==> src/rtl/core/radial_force_field_accumulate_assert.svh <==
// Assertion macros shared by the radial force field accumulator.
// No dependencies; included by the modules that carry assertions.
`ifndef RADIAL_FORCE_FIELD_ACCUMULATE_ASSERT_SVH
`define RADIAL_FORCE_FIELD_ACCUMULATE_ASSERT_SVH

// Same-cycle implication.
`define RFFA_ASSERT_IMP(label, clk, rst_n, ante, cons) \
    label: assert property (@(posedge clk) disable iff (!rst_n) (ante) |-> (cons)) \
        else $error("radial force field check failed");

// Next-cycle implication.
`define RFFA_ASSERT_NXT(label, clk, rst_n, ante, cons) \
    label: assert property (@(posedge clk) disable iff (!rst_n) (ante) |=> (cons)) \
        else $error("radial force field check failed");

`endif

==> src/rtl/core/rffa_mul.sv <==
// Shared signed 33 x 33 multiplier with a registered product.
// Depends on nothing but its ports; used by the top level sequencer.
module rffa_mul (
    input  logic               clk,
    input  logic signed [32:0] a,
    input  logic signed [32:0] b,
    output logic signed [65:0] p
);

    logic signed [65:0] p_reg;

    always_ff @(posedge clk)
    begin
        p_reg <= a * b;
    end

    assign p = p_reg;

endmodule

==> config.mk <==
export PLATFORM = sky130hd
export DESIGN_NAME = rffa_mul
export DESIGN_NICKNAME = d
export VERILOG_FILES = /design/src/rtl/core/radial_force_field_accumulate_assert.svh /design/src/rtl/core/rffa_mul.sv
export SDC_FILE = /design/constraint.sdc
export NUM_CORES = 2
export LEC_CHECK = 0
export BUFFER_PORTS_ARGS = -buffer_cell sky130_fd_sc_hd__buf_2
export CAP_MARGIN = 40
export CORE_MARGIN = 5
export CORE_UTILIZATION = 50
export CTS_BUF_LIST = sky130_fd_sc_hd__clkbuf_4 sky130_fd_sc_hd__clkbuf_8
export DETAILED_ROUTE_END_ITERATION = 6
export PLACE_DENSITY = 0.66
export SYNTH_ARGS = -nofsm -noshare
export SYNTH_HDL_FRONTEND = slang
export SYNTH_SLANG_ARGS = --single-unit
==> constraint.sdc <==
create_clock -name clk -period 9.84 [get_ports clk]
set_clock_uncertainty 0.1 [all_clocks]
set_input_delay 0.984 -clock clk [delete_from_list [all_inputs] [get_ports clk]]
set_output_delay 0.984 -clock clk [all_outputs]
set_load 0.02 [all_outputs]
After elaboration in Yosys (flattened, before gate mapping)
Index checks and enable logic that the tools add are counted.
{ "totals": {"ff_bits": 66, "input_bits": 67, "output_inout_bits": 66, "wordCells": 2} }
{ "op_classes": {"n_mul": 1} }
{ "op_table": {"columns": ["operator", "n"], "rows": [
  ["33-bit by 33-bit multiplier with 66-bit output", 1]
]} }

Depth between registers and ports, before layout
{ "logic_depth": {"word_depth": 1, "mapped_depth": 27, "mapped_depth_nobuf": 26} }

Worst setup path before layout
Ideal clock, no wire load.
{ "synth_timing": {"path_type": "input to register", "from": "input port a[32]", "to": "register p_reg[62], in the netlist p[62]", "setup_time_ns": 0.079, "t_arrival_ns": 8.141, "required_time_ns": 9.661, "path_slack_ns": 1.520, "stages": 23, "path_buffers": 2, "path_cell_list": "clkbuf_1 > nand2_1 > inv_1 > fa_1 > fa_1 > fa_1 > fa_1 > fa_1 > fa_1 > fa_1 > inv_1 > fa_1 > inv_1 > ha_1 > clkbuf_1 > and3_1 > nand3_1 > nand2b_1 > a2111oi_4 > a211oi_4 > a21o_2 > a21o_1 > a211oi_2"} }
{ "synth_between": {"elab_chain_cells": 1} }
{ "synth_rtl": {"columns": ["item", "line_no", "rtl"], "rows": [
  ["from (decl)", "rffa_mul.sv:5", "input logic signed [32:0] a,"],
  ["33-bit by 33-bit multiplier with 66-bit output", "rffa_mul.sv:14", "p_reg <= a * b;"],
  ["to (signal assigned)", "rffa_mul.sv:14", null],
  ["to (decl)", "rffa_mul.sv:10", "logic signed [65:0] p_reg;"]
]} }
Every way passes these cells.

Worst setup path after layout
{ "layout_timing": {"from": "input port b[10]", "to": "register p_reg[58], in the netlist p[58]"} }
{ "layout_between": {"elab_chain_cells": 1} }
{ "layout_rtl": {"columns": ["item", "line_no", "rtl"], "rows": [
  ["from (decl)", "rffa_mul.sv:6", "input logic signed [32:0] b,"],
  ["33-bit by 33-bit multiplier with 66-bit output", "rffa_mul.sv:14", null]
]} }
Every way passes these cells.

==> flow_metrics.env <==
export IMPL_synthFlopType="dfxtp_1"
export IMPL_drt_initial_drc_count=1439
export IMPL_synth_common_cells="fa_1, inv_1, and2_1"
export IMPL_synthArstFlopShare=0
export IMPL_die_h_microns=295.4
export IMPL_drive_gt1_frac=0.05182
export IMPL_syn_nets=5767
export IMPL_fin_setup_tns_ns=0
export IMPL_critPathMaxFanout=33
export IMPL_grt_max_degree=34
export IMPL_finalWirelength_microns=106900
export IMPL_fmax_ghz=0.1117
export IMPL_core_sq_um=80680
export IMPL_post_place_ws_ns=0.1707
export IMPL_grtUsageMet3=0.03568
export IMPL_use_met2=0.4568
export IMPL_grt_overflow_total=0
export IMPL_syn_area_sq_um=40730
export IMPL_antenna_found_initial=6
export IMPL_synth_xor_area_frac=0.01462
export IMPL_grt_pass1_vias=31766
export IMPL_worstHoldStart="b[0]"
export IMPL_synth_compound_area_share=0.04067
export IMPL_final_nets=5727
export IMPL_cts_tree="done"
export IMPL_cts_resized_gates=0
export IMPL_yosys_warnings=0
export IMPL_synth_top_family_by_area="adder cells"
export IMPL_route_detailed_drc=0
export IMPL_start_util=0.5049
export IMPL_start_kind="input pin"
export IMPL_holdPathEnd="p[0]"
export IMPL_status="finished, final reports clean"
export IMPL_setup_violations=0
export IMPL_grt_usage=0.2581
export IMPL_yosysMostFrequentCell="fa_1"
export IMPL_synth_area_top_cells="fa_1, inv_1, and2_1"
export IMPL_synth_area_mux_share=0
export IMPL_synth_edf_count=0
export IMPL_cap_violations=0
export IMPL_slowest_delay_ns=0.75
export IMPL_synthAdderAreaFrac=0.6294
export IMPL_period_needed_ns=8.953
export IMPL_holdPathStages=2
export IMPL_synth_largest_area_cell="fa_1"
export IMPL_clk_path_buf_depth=2
export IMPL_cp_end_kind="register"
export IMPL_postCtsHoldBufs=0
export IMPL_path_common_cell="fa_1"
export IMPL_seq_area_frac_synth=0.03244
export IMPL_use_met1=0.3354
export IMPL_syn_to_final_growth_pct=3.990
export IMPL_slew_headroom=0.3643
export IMPL_ant_nets=0
export IMPL_top_usage_layer="met2"
export IMPL_drtPass1Iterations=7
export IMPL_fin_hold_ws_ns=1.034
export IMPL_synth_cells=4338
export IMPL_hold_violations=0
export IMPL_crit_family="adder cells"
export IMPL_dp_final_hpwl_microns=88470
export IMPL_critical_path_class="input pin to register"
export IMPL_fp_row_count=104
export IMPL_slowest_stage="fa_1"
export IMPL_largest_reg_flops=66
export IMPL_worst_pin_slew_ns=0.9536
export IMPL_worstPathArrival_ns=9.21
export IMPL_synth_seq_cells=66
export IMPL_clock_sinks=66
export IMPL_grt_pass1_wl_microns=175300
export IMPL_hp_class="input pin to register"
export IMPL_clockRootBuffer="clkbuf_8"
export IMPL_syn_area_per_cell_sq_um=9.390
export IMPL_path_buf_inv=5
export IMPL_cts_buffers_inserted=9
export IMPL_floorplan_die_area_sq_um=87280
export IMPL_ios=133
export IMPL_post_cts_buffers=0
export IMPL_place_gp_congestion=0.8947
export IMPL_post_route_period_util=0.9098
export IMPL_synthDistinctLibCells=80
export IMPL_drv_slew=0
export IMPL_chipWidth_microns=295.4
export IMPL_wire_per_inst_microns=19.93
export IMPL_synth_top_area_share=0.5627
export IMPL_port_buffers=132
export IMPL_crit_chain="buf_2 -> nand2_1 -> fa_1 -> fa_1 -> buf_4 -> fa_1 -> inv_1 -> fa_1 -> fa_1 -> fa_1 -> fa_1 -> inv_1 -> fa_1 -> inv_1 -> ha_1 -> and4_1 -> nand3_1 -> nand2b_1 -> a2111oi_4 -> a211oi_4 -> a21oi_2 -> nor4b_2 -> a311oi_1"
export IMPL_cts_max_level=3
export IMPL_synthSimpleGateAreaFrac=0.1578
export IMPL_rsz0062_at_grt="no"
export IMPL_vias=28536
export IMPL_clk_pin_slew_ns=0.11
export IMPL_vias_per_cell=5.318
export IMPL_cp_required_ns=10.10
export IMPL_setup_ws_ns=0.8873
metal layers:
metal,share of wire,vias to the layer above
met1,0.40,15212
met2,0.52,848
met5,0.00025,-
met4,0.032,4
met3,0.056,213
li1,-,12259
kinds of logic after synthesis:
kind of cell               count (synthesis)
buffers and inverters                   1352
DFF                                       66
adders and majority gates               1362
and+or+nand+nor                         1271
AOI/OAI and AO/OA                        219
xor gates and xnor gates                  68
cell usage in the layout (no fill, tap or decap), types with 36 or more instances in the layout:
cell,count
xnor2_1,43
dfxtp_1,66
nor2_1,68
buf_2,133
ha_1,217
a21oi_1,57
inv_1,1131
and2_1,562
a21o_1,36
buf_4,37
fa_1,1145
nand2_1,551
final cells by class:
type	count	area, sq um
diodes	3	7.507
clock buffers	10	131.4
clock inverters	6	67.56
fillers	7541	38320
inverters	1131	4245
multi-input cells	2920	34320
flip-flops and latches	66	1321
well taps	1060	1326
repair buffers	170	943.4
worst max-delay path by stage:
stage,start,cells past startpoint,end,slack (ns)
global placement,b[0],26,p[64],0.14
floorplan,a[32],23,p[62],1.52
detailed placement,b[0],26,p[64],0.17
finish,b[10],23,p[58],0.89
CTS,b[0],26,p[64],0.65
global route,b[10],23,p[58],0.69
per-stage QoR:
step / std cells / utilization / cell area, sq um
2_1_floorplan: 4338 / - / 40730
3_3_place_gp: 5346 / 0.5224 / 42150
3_5_place_dp: 5346 / 0.5224 / 42150
4_1_cts: 5362 / 0.5249 / 42350
5_1_grt: 5364 / 0.5250 / 42350
6_report: 5366 / 0.5250 / 42360
Power is not shown: default switching activity piles up to over one toggle a cycle in this logic, so the estimate is an artifact.
