File: src/rtl/core/radial_force_field_accumulate_assert.svh
// Assertion macros shared by the radial force field accumulator.
// No dependencies; included by the modules that carry assertions.
`ifndef RADIAL_FORCE_FIELD_ACCUMULATE_ASSERT_SVH
`define RADIAL_FORCE_FIELD_ACCUMULATE_ASSERT_SVH

// Same-cycle implication.
`define RFFA_ASSERT_IMP(label, clk, rst_n, ante, cons) \
    label: assert property (@(posedge clk) disable iff (!rst_n) (ante) |-> (cons)) \
        else $error("radial force field check failed");

// Next-cycle implication.
`define RFFA_ASSERT_NXT(label, clk, rst_n, ante, cons) \
    label: assert property (@(posedge clk) disable iff (!rst_n) (ante) |=> (cons)) \
        else $error("radial force field check failed");

`endif

File: src/rtl/core/rffa_pkg.sv
// Package of the radial force field accumulator: codes, types and helpers.
// No dependencies; used by the top level, the field table and the divide / square root unit.
package rffa_pkg;

    localparam int MAX_FIELDS_DEF = 16;

    localparam logic FUNC_LOAD     = 1'b0;
    localparam logic FUNC_PARTICLE = 1'b1;

    localparam logic CFG_FIELDS = 1'b0;
    localparam logic CFG_MODE   = 1'b1;

    localparam logic [1:0] MODE_EXPLODE = 2'd0;
    localparam logic [1:0] MODE_IMPLODE = 2'd1;
    localparam logic [1:0] MODE_FALLOFF = 2'd2;

    typedef struct packed {
        logic signed [31:0] cx;
        logic signed [31:0] cy;
        logic signed [31:0] cz;
        logic        [30:0] radius;
        logic signed [31:0] strength;
    } rffa_entry_t;

    // Control of the shared divide / square root unit.
    typedef struct packed {
        logic start;
        logic sqrt_op;
    } rffa_unit_ctl_t;

    function automatic logic signed [31:0] sat32(input logic signed [63:0] v);
        logic signed [31:0] r;
        if (v > 64'sh0000_0000_7FFF_FFFF)
            r = 32'sh7FFF_FFFF;
        else if (v < -64'sh0000_0000_8000_0000)
            r = 32'sh8000_0000;
        else
            r = v[31:0];
        return r;
    endfunction

endpackage

File: src/rtl/core/rffa_table.sv
// Field table of the radial force field accumulator: one write port, one
// registered read port. Depends on rffa_pkg.
module rffa_table #(
    parameter int MAX_FIELDS = rffa_pkg::MAX_FIELDS_DEF,
    parameter int AW         = 4
) (
    input  logic                 clk,
    input  logic                 we,
    input  logic [AW-1:0]        waddr,
    input  rffa_pkg::rffa_entry_t wdata,
    input  logic [AW-1:0]        raddr,
    output rffa_pkg::rffa_entry_t rdata
);

    rffa_pkg::rffa_entry_t mem [MAX_FIELDS];
    rffa_pkg::rffa_entry_t rdata_reg;

    always_ff @(posedge clk)
    begin
        if (we)
            mem[waddr] <= wdata;
        rdata_reg <= mem[raddr];
    end

    assign rdata = rdata_reg;

endmodule

File: config.mk
export PLATFORM = sky130hd
export DESIGN_NAME = rffa_table
export DESIGN_NICKNAME = d
export VERILOG_FILES = /design/src/rtl/core/radial_force_field_accumulate_assert.svh /design/src/rtl/core/rffa_pkg.sv /design/src/rtl/core/rffa_table.sv
export SDC_FILE = /design/constraint.sdc
export NUM_CORES = 2
export LEC_CHECK = 0
export BUFFER_PORTS_ARGS = -buffer_cell sky130_fd_sc_hd__buf_4
export CAP_MARGIN = 20
export CORE_MARGIN = 2
export CORE_UTILIZATION = 45
export DETAILED_ROUTE_END_ITERATION = 8
export GPL_TIMING_DRIVEN = 0
export PLACE_DENSITY = 0.62
export REMOVE_ABC_BUFFERS = 1
export SLEW_MARGIN = 20
export SYNTH_ARGS = -nofsm -noshare
export SYNTH_HDL_FRONTEND = slang
export SYNTH_SLANG_ARGS = --single-unit
export TNS_END_PERCENT = 10
File: constraint.sdc
create_clock -name clk -period 19.15 [get_ports clk]
set_input_delay 4.7875 -clock clk [delete_from_list [all_inputs] [get_ports clk]]
set_output_delay 4.7875 -clock clk [all_outputs]
set_load 0.01 [all_outputs]
### Word-level counts from Yosys, hierarchy flattened

Memory sizes are Yosys's and may differ from the RTL's. A register that Yosys moved wholly into a read port is not among the register bits.
Index checks and enable logic that the tools add are counted.

| storage, ports and cells | value |
|---|---|
| register bits | 0 |
| bits in writable memories | 2544 |
| input bits | 169 |
| output and inout bits | 159 |
| word-level logic and storage cells | 3 |
| memories kept | 1 |

| operators by class | value |
|---|---|
| muxes and demuxes | 2 |

Memories:

| name | depth | width | read ports | clocked after memory_dff | write ports | line | RTL |
|---|---|---|---|---|---|---|---|
| mem | 16 | 159 | 1 | 1 | 1 | rffa_table.sv:15 | `rffa_pkg::rffa_entry_t mem [MAX_FIELDS];` |

Operators by type and width:

| cell | number |
|---|---|
| 1-bit 2-to-1 mux | 2 |

### Longest topological paths before layout

| depth | value |
|---|---|
| depth in word-level cells | 2 |
| depth in mapped cells | 8 |
| depth with buffers taken out | 3 |

### Worst setup path after synthesis

Ideal clock, no wire load.

| timing path | value |
|---|---|
| path type | input port to flip-flop |
| from | in waddr[2] |
| to | mem mem[0][0] (netlist name) (enable) |
| library setup time | 0.875 ns |
| data arrival time | 16.019 ns |
| data required time | 18.275 ns |
| slack | 2.257 ns |
| cell stages on the path | 2 |
| buffers on the path | 0 |
| cell sequence | or3b_2 > nor3_1 |

RTL lines:

| what | line | RTL |
|---|---|---|
| start: declaration | rffa_table.sv:9 | `input logic [AW-1:0] waddr,` |
| end: declaration | rffa_table.sv:15 |  |

Straight into the memory's write port.

==> results.sh <==
export IMPL_drtIter0Drc=4029
export IMPL_synth_most_common_cell="edfxtp_1"
export IMPL_seqCellArea_sq_um=79580
export IMPL_cap_violations=0
export IMPL_synthToLayoutAreaGrowth_pct=19.84
export IMPL_power_leakage_nw=38.51
export IMPL_ir_worst_vdd_mv=0.09782
export IMPL_drt_pass1_iter_count=6
export IMPL_synth_flop_cell="edfxtp_1"
export IMPL_layout_drive_gt1_share_pct=33.88
export IMPL_vias_per_cell=5.702
export IMPL_cts_sinks=2703
export IMPL_finClkSkew_ps=58.97
export IMPL_cp_max_fo=81
export IMPL_ctsHoldBuffers=0
export IMPL_crit_path_start_kind="primary input"
export IMPL_r2r_start="mem[5][117]"
export IMPL_worstHoldStart="mem[13][34]"
export IMPL_setup_violations=0
export IMPL_cts_resized=0
export IMPL_grt_pass1_wl_microns=331200
export IMPL_yosysSeqAreaShare_pct=80.50
export IMPL_grt_pass1_vias=46837
export IMPL_yosys_warnings=0
export IMPL_synth_area_leaders="edfxtp_1, mux4_2, dfxtp_1"
export IMPL_pin_count=328
export IMPL_synth_common_cells="edfxtp_1, mux4_2, a22oi_1"
export IMPL_overflow=0
export IMPL_vias=45511
export IMPL_drc=0
export IMPL_path_class="primary input to register"
export IMPL_critPathSlowestCell="mux4_2"
export IMPL_slew_headroom_pct=25.93
export IMPL_drt_wl_total_microns=230300
export IMPL_status="complete, no violations"
export IMPL_wire_per_inst_microns=28.85
export IMPL_cts_max_level=5
export IMPL_initial_core_util_pct=45.12
export IMPL_whs_path_depth=3
export IMPL_multiInputGateArea_sq_um=18180
export IMPL_ys_ff_latch=2703
export IMPL_cts_root_buf="clkbuf_16"
export IMPL_synth_largest_area_cell="edfxtp_1"
export IMPL_die_area_sq_um=223400
export IMPL_die_h_microns=472.7
export IMPL_numCtsBuffers=295
export IMPL_tightestPinTransition_ps=1111
export IMPL_fin_crit_sh_pct=39.26
export IMPL_max_stage_delay_ps=580
export IMPL_nNetsFinal=5040
export IMPL_antenna_found_initial=37
export IMPL_core_sq_um=219100
export IMPL_post_cts_buffers=0
export IMPL_die_width_microns=472.7
export IMPL_path_clk_slew_ps=60
export IMPL_whs_ps=644.5
export IMPL_max_freq_mhz=133.0
export IMPL_crit_top_cell="buf_16"
export IMPL_fin_tns_setup_ps=0
export IMPL_synth_top_area_share_pct=77.28
export IMPL_synth_cell_types=27
export IMPL_hold_viol_final=0
export IMPL_netlist_area_sq_um=98860
export IMPL_ant_nets=0
export IMPL_fillers=16568
export IMPL_reg2regPathDepth=3
export IMPL_synth_async_reset_ratio_pct=0
export IMPL_track_usage_pct=20.57
export IMPL_rsz0062_at_grt="false"
export IMPL_synth_edff_count=2544
export IMPL_io_buffers=327
export IMPL_cp_required_ps=19920
export IMPL_ff2ff_setup_slack_ps=17700
export IMPL_critPathArrivalTime_ps=8290
export IMPL_syn_avg_cell_area_sq_um=23.76
export IMPL_row_count=172
export IMPL_r2r_end="rdata[117]"
export IMPL_largest_register_ffs=2544
export IMPL_cts_tree="yes"
export IMPL_drv_slew=0
export IMPL_p_per_area_nw_per_um2=106.9
export IMPL_hold_path_class="register to register"
export IMPL_dp_hpwl_microns=145100
export IMPL_synth_cells=4161
export IMPL_cts_path_max_buffers=4
export IMPL_min_to="rdata[34]"
export IMPL_worstSetupEndpointType="register"
export IMPL_grt_max_degree=90
export IMPL_min_period_ps=7519
export IMPL_clk_latency_ps=940
export IMPL_cp_cell_sequence="buf_16 > buf_16 > buf_16 > buf_16 > buf_16 > mux4_2 > mux2_2 > o22a_1"
export IMPL_gp_congestion=0.6674
==> how the worst max path moves through the flow <==
stage	endpoint	from	depth (start not counted)
CTS	rdata[117]	raddr[0]	8
finish	rdata[117]	raddr[0]	8
global route	rdata[7]	raddr[0]	8
detailed placement	rdata[78]	raddr[0]	8
global placement	mem[8][127]	waddr[2]	3
floorplan	mem[0][0]	waddr[2]	2
==> worst max-delay path, delay by kind of cell <==
kind | cells | cell delay [ps]
mux | 2 | 860
compound gates | 1 | 190
buf+inv | 5 | 2070
==> cells by family after synthesis <==
| logic type | count (synthesis) | synth area share, % |
|---|---|---|
| mux | 702 | 14.71 |
| buf+inv | 220 | 1.292 |
| simple gates | 198 | 0.9176 |
| flops | 2703 | 80.50 |
| compound gates | 338 | 2.578 |
==> cells in the final DEF (no fill, tap or decap), types with 20 or more instances in the layout <==
cell,synthesis,routed
edfxtp_1,2544,2544
mux4_2,593,593
buf_4,32,414
clkbuf_16,0,301
a22oi_1,269,269
dfxtp_1,159,159
nand2_1,118,118
buf_16,0,104
clkbuf_1,73,86
buf_12,0,81
mux2_2,80,80
clkinv_1,0,44
clkinv_2,0,37
buf_6,33,31
mux2i_1,29,29
nor2b_1,32,26
o221ai_1,26,26
clkbuf_8,0,24
nand2b_1,21,20
==> area by class of cell <==
class                           instances  share of cell area [%]
Clock buffer                          411                   6.909
Antenna cell                           16                 0.03380
Sequential cell                      2703                   67.17
Tap cell                             2871                   3.032
Multi-Input combinational cell       1238                   15.35
Timing Repair Buffer                  633                   6.741
Clock inverter                        110                  0.7678
==> per-stage QoR <==
step / utilization [%] / power (mW) / instance area, sq um / instances / setup slack [ps]
after floorplan: - / 7.061 / 97580 / 3941 / 2257
after global placement: 47.30 / 7.541 / 103600 / 7139 / -15680
after detailed placement: 49.91 / 7.457 / 109300 / 7445 / 10550
after CTS: 54.06 / 12.80 / 118400 / 7966 / 11510
after global routing: 54.07 / 13.07 / 118500 / 7977 / 11270
final: 54.08 / 12.67 / 118500 / 7982 / 11630
==> power breakdown <==
group / switching [mW] / total, mW / leakage [nW] / internal [mW]
logic: 0.353 / 0.652 / 9.74 / 0.300
clock network: 2.19 / 5.35 / 4.44 / 3.17
registers: 0.0534 / 6.67 / 24.3 / 6.61
==> layer usage <==
layer | vias up | wire length [microns] | global-route usage [%]
met3 | 411 | 12850 | 3.827
li1 | 19254 | - | -
met2 | 1280 | 116300 | 34.23
met4 | 36 | 6185 | 6.180
met5 | - | 208 | 0
met1 | 24530 | 94710 | 27.75
(Power assumes the default switching activity.)
