===== src/rtl/core/radial_force_field_accumulate_assert.svh =====
// Assertion macros shared by the radial force field accumulator.
// No dependencies; included by the modules that carry assertions.
`ifndef RADIAL_FORCE_FIELD_ACCUMULATE_ASSERT_SVH
`define RADIAL_FORCE_FIELD_ACCUMULATE_ASSERT_SVH

// Same-cycle implication.
`define RFFA_ASSERT_IMP(label, clk, rst_n, ante, cons) \
    label: assert property (@(posedge clk) disable iff (!rst_n) (ante) |-> (cons)) \
        else $error("radial force field check failed");

// Next-cycle implication.
`define RFFA_ASSERT_NXT(label, clk, rst_n, ante, cons) \
    label: assert property (@(posedge clk) disable iff (!rst_n) (ante) |=> (cons)) \
        else $error("radial force field check failed");

`endif


===== src/rtl/core/rffa_pkg.sv =====
// Package of the radial force field accumulator: codes, types and helpers.
// No dependencies; used by the top level, the field table and the divide / square root unit.
package rffa_pkg;

    localparam int MAX_FIELDS_DEF = 16;

    localparam logic FUNC_LOAD     = 1'b0;
    localparam logic FUNC_PARTICLE = 1'b1;

    localparam logic CFG_FIELDS = 1'b0;
    localparam logic CFG_MODE   = 1'b1;

    localparam logic [1:0] MODE_EXPLODE = 2'd0;
    localparam logic [1:0] MODE_IMPLODE = 2'd1;
    localparam logic [1:0] MODE_FALLOFF = 2'd2;

    typedef struct packed {
        logic signed [31:0] cx;
        logic signed [31:0] cy;
        logic signed [31:0] cz;
        logic        [30:0] radius;
        logic signed [31:0] strength;
    } rffa_entry_t;

    // Control of the shared divide / square root unit.
    typedef struct packed {
        logic start;
        logic sqrt_op;
    } rffa_unit_ctl_t;

    function automatic logic signed [31:0] sat32(input logic signed [63:0] v);
        logic signed [31:0] r;
        if (v > 64'sh0000_0000_7FFF_FFFF)
            r = 32'sh7FFF_FFFF;
        else if (v < -64'sh0000_0000_8000_0000)
            r = 32'sh8000_0000;
        else
            r = v[31:0];
        return r;
    endfunction

endpackage


===== src/rtl/core/rffa_divsqrt.sv =====
// Shared restoring divide / square root unit, one result bit per cycle.
// Depends on rffa_pkg for its control struct.
module rffa_divsqrt (
    input  logic                    clk,
    input  logic                    rst_n,
    input  rffa_pkg::rffa_unit_ctl_t ctl,
    input  logic [63:0]             num,
    input  logic [31:0]             den,
    output logic                    done,
    output logic [31:0]             result
);

    logic [35:0] rem_reg, rem_next;
    logic [63:0] src_reg, src_next;
    logic [31:0] res_reg, res_next;
    logic [31:0] den_reg, den_next;
    logic [5:0]  cnt_reg, cnt_next;
    logic        sqrt_reg, sqrt_next;
    logic        busy_reg, busy_next;
    logic        done_reg, done_next;
    logic [35:0] shifted;
    logic [35:0] trial;

    always_comb
    begin
        rem_next  = rem_reg;
        src_next  = src_reg;
        res_next  = res_reg;
        den_next  = den_reg;
        cnt_next  = cnt_reg;
        sqrt_next = sqrt_reg;
        busy_next = busy_reg;
        done_next = 1'b0;
        shifted   = sqrt_reg ? {rem_reg[33:0], src_reg[63:62]} : {rem_reg[34:0], src_reg[63]};
        trial     = sqrt_reg ? {2'b00, res_reg, 2'b01} : {4'b0000, den_reg};
        if (ctl.start)
        begin
            // The quotient always fits 32 bits, so the high word is the first remainder.
            sqrt_next = ctl.sqrt_op;
            rem_next  = ctl.sqrt_op ? 36'd0 : {4'b0000, num[63:32]};
            src_next  = ctl.sqrt_op ? num : {num[31:0], 32'd0};
            res_next  = '0;
            den_next  = den;
            cnt_next  = 6'd32;
            busy_next = 1'b1;
        end
        else if (busy_reg)
        begin
            if (shifted >= trial)
            begin
                rem_next = shifted - trial;
                res_next = {res_reg[30:0], 1'b1};
            end
            else
            begin
                rem_next = shifted;
                res_next = {res_reg[30:0], 1'b0};
            end
            src_next = sqrt_reg ? {src_reg[61:0], 2'b00} : {src_reg[62:0], 1'b0};
            cnt_next = cnt_reg - 6'd1;
            if (cnt_reg == 6'd1)
            begin
                busy_next = 1'b0;
                done_next = 1'b1;
            end
        end
    end

    always_ff @(posedge clk or negedge rst_n)
    begin
        if (!rst_n)
        begin
            busy_reg <= 1'b0;
            done_reg <= 1'b0;
            cnt_reg  <= '0;
        end
        else
        begin
            busy_reg <= busy_next;
            done_reg <= done_next;
            cnt_reg  <= cnt_next;
        end
    end

    always_ff @(posedge clk)
    begin
        rem_reg  <= rem_next;
        src_reg  <= src_next;
        res_reg  <= res_next;
        den_reg  <= den_next;
        sqrt_reg <= sqrt_next;
    end

    assign done   = done_reg;
    assign result = res_reg;

endmodule


===== config.mk =====
export PLATFORM = sky130hd
export DESIGN_NAME = rffa_divsqrt
export DESIGN_NICKNAME = d
export VERILOG_FILES = /design/src/rtl/core/radial_force_field_accumulate_assert.svh /design/src/rtl/core/rffa_pkg.sv /design/src/rtl/core/rffa_divsqrt.sv
export SDC_FILE = /design/constraint.sdc
export NUM_CORES = 1
export LEC_CHECK = 0
export ABC_AREA = 1
export BUFFER_PORTS_ARGS = -buffer_cell sky130_fd_sc_hd__clkbuf_2
export CAP_MARGIN = 5
export CORE_UTILIZATION = 49
export DETAILED_ROUTE_END_ITERATION = 12
export PLACE_DENSITY = 0.69
export SLEW_MARGIN = 15
export SYNTH_ARGS = -nofsm -noshare
export SYNTH_HDL_FRONTEND = slang
export SYNTH_SLANG_ARGS = --single-unit

===== constraint.sdc =====
create_clock -name clk -period 4.8 [get_ports clk]
set_input_delay 0.96 -clock clk [delete_from_list [all_inputs] [get_ports clk]]
set_output_delay 0.96 -clock clk [all_outputs]
set_load 0.01 [all_outputs]

# Yosys cells after proc, flatten, opt, wreduce, memory -nomap -nowiden
# Cells that the tools add are included.
# Widths: inputs -> output; s select.
# op_classes
addsub	2
order_cmp	1
n_eq_ne	1
muxes	19
n_reduce_logical	1
# op_table
op	n
$mux 64	4
$mux 35	3
$ge 36x34->1	1
$mux 36	1
$sub 35x34->35	1
$mux 34	1
$mux 32	1
$mux 6	2
$mux 1	7
$eq 6x1->1 const B	1
$sub 6x1->6 const B	1
$reduce_bool 2->1	1
# totals
ff_bits	172
output_inout_bits	33
wordCells	32

# Depth between registers and ports, before layout
# depth
depth_word	5
depth_mapped	20
ltp_nobuf	19

# Worst setup path before layout
# OpenSTA, ideal clock, no wires.
# synth_timing
path_type	input -> register
startpoint	input ctl[1] in the netlist's numbering
endpoint	register rem_reg[0], enable pin
arrival_time_ps	4177
required_time_ps	4298
setup_slack_ps	121
path_stages	4
path_buffers	2
cell_sequence	buf_2 -> nor2_1 -> clkinv_1 -> clkbuf_1
# synth_via
elab_chain_cells	1
# synth_lines
element	line_no	source
start, declared	rffa_divsqrt.sv:6	input rffa_pkg::rffa_unit_ctl_t ctl,
$reduce_bool 2->1 (no line)	-	
end signal, assigned	rffa_divsqrt.sv:87	rem_reg <= rem_next;
end, declared	rffa_divsqrt.sv:13	logic [35:0] rem_reg, rem_next;
# No other way between the ends.
# A chain may end at the register's enable or synchronous reset.

# Final worst setup path
# layout_timing
startpoint	register sqrt_reg
endpoint	register rem_reg[32] (data pin)
# layout_via
elab_chain_cells	5
elab_cells_between_ends	7
classes_between	add/sub (1); order compare (1); mux (5)
# layout_lines
element	line_no	source
start, declared	rffa_divsqrt.sv:18	logic sqrt_reg, sqrt_next;
start signal, assigned	rffa_divsqrt.sv:91	sqrt_reg <= sqrt_next;
$mux 36 / $mux 34 (equally long branches)	rffa_divsqrt.sv:34, rffa_divsqrt.sv:35	
$sub 35x34->35 / $ge 36x34->1 (equally long branches)	rffa_divsqrt.sv:51, rffa_divsqrt.sv:49	
$mux 35 *	rffa_divsqrt.sv:49	if (shifted >= trial)
$mux 35 *	rffa_divsqrt.sv:47	else if (busy_reg)
$mux 35 *	rffa_divsqrt.sv:36	if (ctl.start)
# Every way passes the cells marked *; elsewhere a longest branch is shown, timed or not. The select of a mux whose other input is x is not followed.

==> results.yml <==
status:
  outcome: "completed"
setup_path:
  cp_top_family: "simple AND/OR/NAND/NOR gates"
  required_ns: 4.99
  crit_fanout: 165
  crit_chain: "buf_12 > nand2_1 > o21ai_0 > ha_1 > inv_1 > fa_1 > nand3_1 > nand3_1 > nand3_1 > nand3_2 > nand2_1 > nand2_2 > nand2_4 > nand2_8 > o21ai_1 > nor2_1"
  slowest_delay_ns: 0.50
  slowest_stage: "buf_12"
  path_class: "flop to flop"
  cp-start-kind: "flop"
  timing.critical_path.mode_cell: "nand3_1"
  worstSetupEndpointType: "flop"
  critPathBufInv: 2
  arrival_ns: 3.99
sta:
  rsz0062_at_grt: "no"
  fin_skew_ns: 0.01585
  maxSlewHeadroom: 0.3938
  setup_tns_ns: 0
  finalCritPeriodShare: 0.7925
  setup_viol: 0
  finalCriticalPeriod_ns: 3.804
  clock.fmax_ghz: 0.2629
  finalMaxSlewViolations: 0
  hold_viol_final: 0
  tightest_slew_ns: 0.9094
drt:
  wl_per_cell_um: 16.33
  drt_first_pass_iters: 5
  wl_mm: 31.66
  vias_per_cell: 5.381
  drt.antenna.violating_nets: 0
  drtIter0Drc: 910
  num_vias: 10430
  drc_errors: 0
floorplanning:
  die_area_um2: 23860
  die_w_um: 154.5
  ios: 133
  rows: 55
  fp.dieH_um: 154.5
  core-area_um2: 22710
  start_util: 0.5016
clock_network:
  cts_buffers: 17
  h-tree-depth: 4
  cts_resized: 0
  cts_tree: "built"
  cts_setup_buffers: 0
  cts_sinks: 172
  clk_pin_slew_ns: 0.08
  clock_latency_ns: 0.44
  clock_path_buffers: 2
  cts-root-buf: "clkbuf_16"
  cts_hold_buf: 0
run:
  maxCapViolations: 0
finish:
  largest_reg_flops: 64
  diodes: 0
  area_delta_synth_final_pct: 12.23
  fin_util: 0.5629
  drive_gt1_frac: 0.1360
  final_nets: 1778
  num-fill-cells: 2222
  fin_cells: 1939
power_and_ir_drop:
  cellPowerDensity_nw_per_um2: 502.2
  pwr-share-seq: 0.321
  p_clk_frac: 0.218
  p_sw_frac: 0.4295
  power_w: 0.006419
  peakVddDrop_mv: 0.3061
  power.leakage_nw: 6.100
  switchingPower_w: 0.002757
  pwr-share-comb: 0.462
  p_int_w: 0.003662
yosys:
  synthAdderAreaFrac: 0.04130
  ys_ff_latch: 172
  synth-edff-count: 132
  synthCells: 1555
  synthFlopType: "edfxtp_1"
  ys_seq_area_frac: 0.4218
  synthXorXnorAreaFrac: 0.01153
  synth_area_leaders: "edfxtp_1 (35%), nand2_1 (15%), nand3_1 (6.8%), inv_1 (6.8%), dfxtp_1 (5.6%)"
  synth-simple-area-share: 0.3181
  synth_top_area_frac: 0.3480
  synth_top_family_by_area: "simple AND/OR/NAND/NOR gates"
  synth-compound-area-share: 0.1093
  synth_area_leader_cell: "edfxtp_1"
  muxShareOfSynthArea: 0
  synth.distinct_cells: 39
  synth_area_um2: 11390
  async_flop_share: 0.04651
  syn_nets: 1692
  synth_warnings: 0
  synth_area_per_cell_um2: 7.325
global_routing:
  grt-ovfl-total: 0
  grt_pass1_vias: 9985
  grt_max_degree: 166
  grt_pass1_wl_mm: 50.62
  grtUsageTotal: 0.2724
  antenna_found_initial: 0
hold_path:
  hold_class: "input port to async pin"
placement:
  gp_congestion: 0.9247
  io_buffers: 132
  dp_hpwl_mm: 22.63
  dp_cells: 1907
cell usage after synthesis, drive strengths merged, types with 31 or more instances:
library cell and number:
ha 36, nand2 447, dfxtp 32, o21ai 82, nor2 178, inv 208, clkbuf 50, o22ai 31
nand3 157, o311ai 31, or2 32, edfxtp 132
path summary, 6_finish.rpt:
check | endpoint | depth (start not counted) | startpoint | slack [ns]
hold / removal | busy_reg | 1 | rst_n | 0.35
setup / recovery | rem_reg[32] | 16 | sqrt_reg | 1.0
hold reg to reg | cnt_reg[5] | 1 | cnt_reg[5] | 0.49
min in group clk | cnt_reg[5] | 1 | cnt_reg[5] | 0.49
max in group asynchronous | cnt_reg[0] | 1 | rst_n | 4.28
setup reg to reg | rem_reg[32] | 16 | sqrt_reg | 1.0
cell families (layout without fill, tap and decap cells):
family                     count (synthesis)  count (layout)
AOI/OAI and AO/OA                        202             202
xor gates and xnor gates                  15              15
adders and majority gates                 37              37
buffers and inverters                    285             384
DFF                                      172             172
and+or+nand+nor                          844             844
final cells by class:
cell class	count	area [um^2]	share of cell area
clock buffers	19	432.9	0.03387
clock inverters	13	135.1	0.01057
inverters	210	790.8	0.06186
multi-input cells	1098	5475	0.4283
flip-flops and latches	172	4805	0.3758
well taps	285	356.6	0.02789
repair buffers	142	788.3	0.06166
placed cells by master, fill, tap and decap left out, types with 2 or more instances in the layout:
cell type,n
nor2_4,2
nand2_2,3
and2_1,3
nor2_2,6
or2_2,32
clkinv_1,2
clkbuf_1,2
clkbuf_16,17
buf_4,7
clkbuf_2,131
ha_1,36
inv_6,3
nand3_1,154
nand2_1,442
xnor2_1,15
inv_2,3
a21oi_1,27
inv_1,205
o22ai_1,31
clkinv_4,2
nand4_1,2
dfrtp_1,8
nor2_1,169
nand3b_1,12
edfxtp_1,132
o21ai_0,79
o21ai_1,3
nand3_2,3
o31ai_1,29
nor3_1,11
buf_12,4
clkinvlp_4,4
o311ai_0,31
dfxtp_1,32
power by group through the flow:
stage	combinational (W)	sequential, W	clock [W]
floorplan	0.00221	0.00204	0
global placement	0.00290	0.00208	0
detailed placement	0.00293	0.00208	0
CTS	0.00295	0.00206	0.00142
global route	0.00336	0.00209	0.00147
finish	0.00296	0.00206	0.00140
per-layer routing:
metal,wire (um),GRT usage,part of all wire,vias up
met5,0,0,0,-
met4,473,0.07072,0.015,0
met3,1394,0.04147,0.044,25
met1,14250,0.3600,0.45,4852
met2,15540,0.4661,0.49,260
li1,-,-,-,5296
per-stage QoR:
step                worst slack, ns  area, um^2  hold slack [ns]
finish                       0.9961       12780           0.3502
CTS                           1.051       12780           0.3449
detailed placement            1.077       12220           0.4918
global route                 0.6733       12780           0.3417
floorplan                    0.1208       11390           0.4571
global placement              1.208       12220           0.4761
Power figures use the tool's default switching activity.
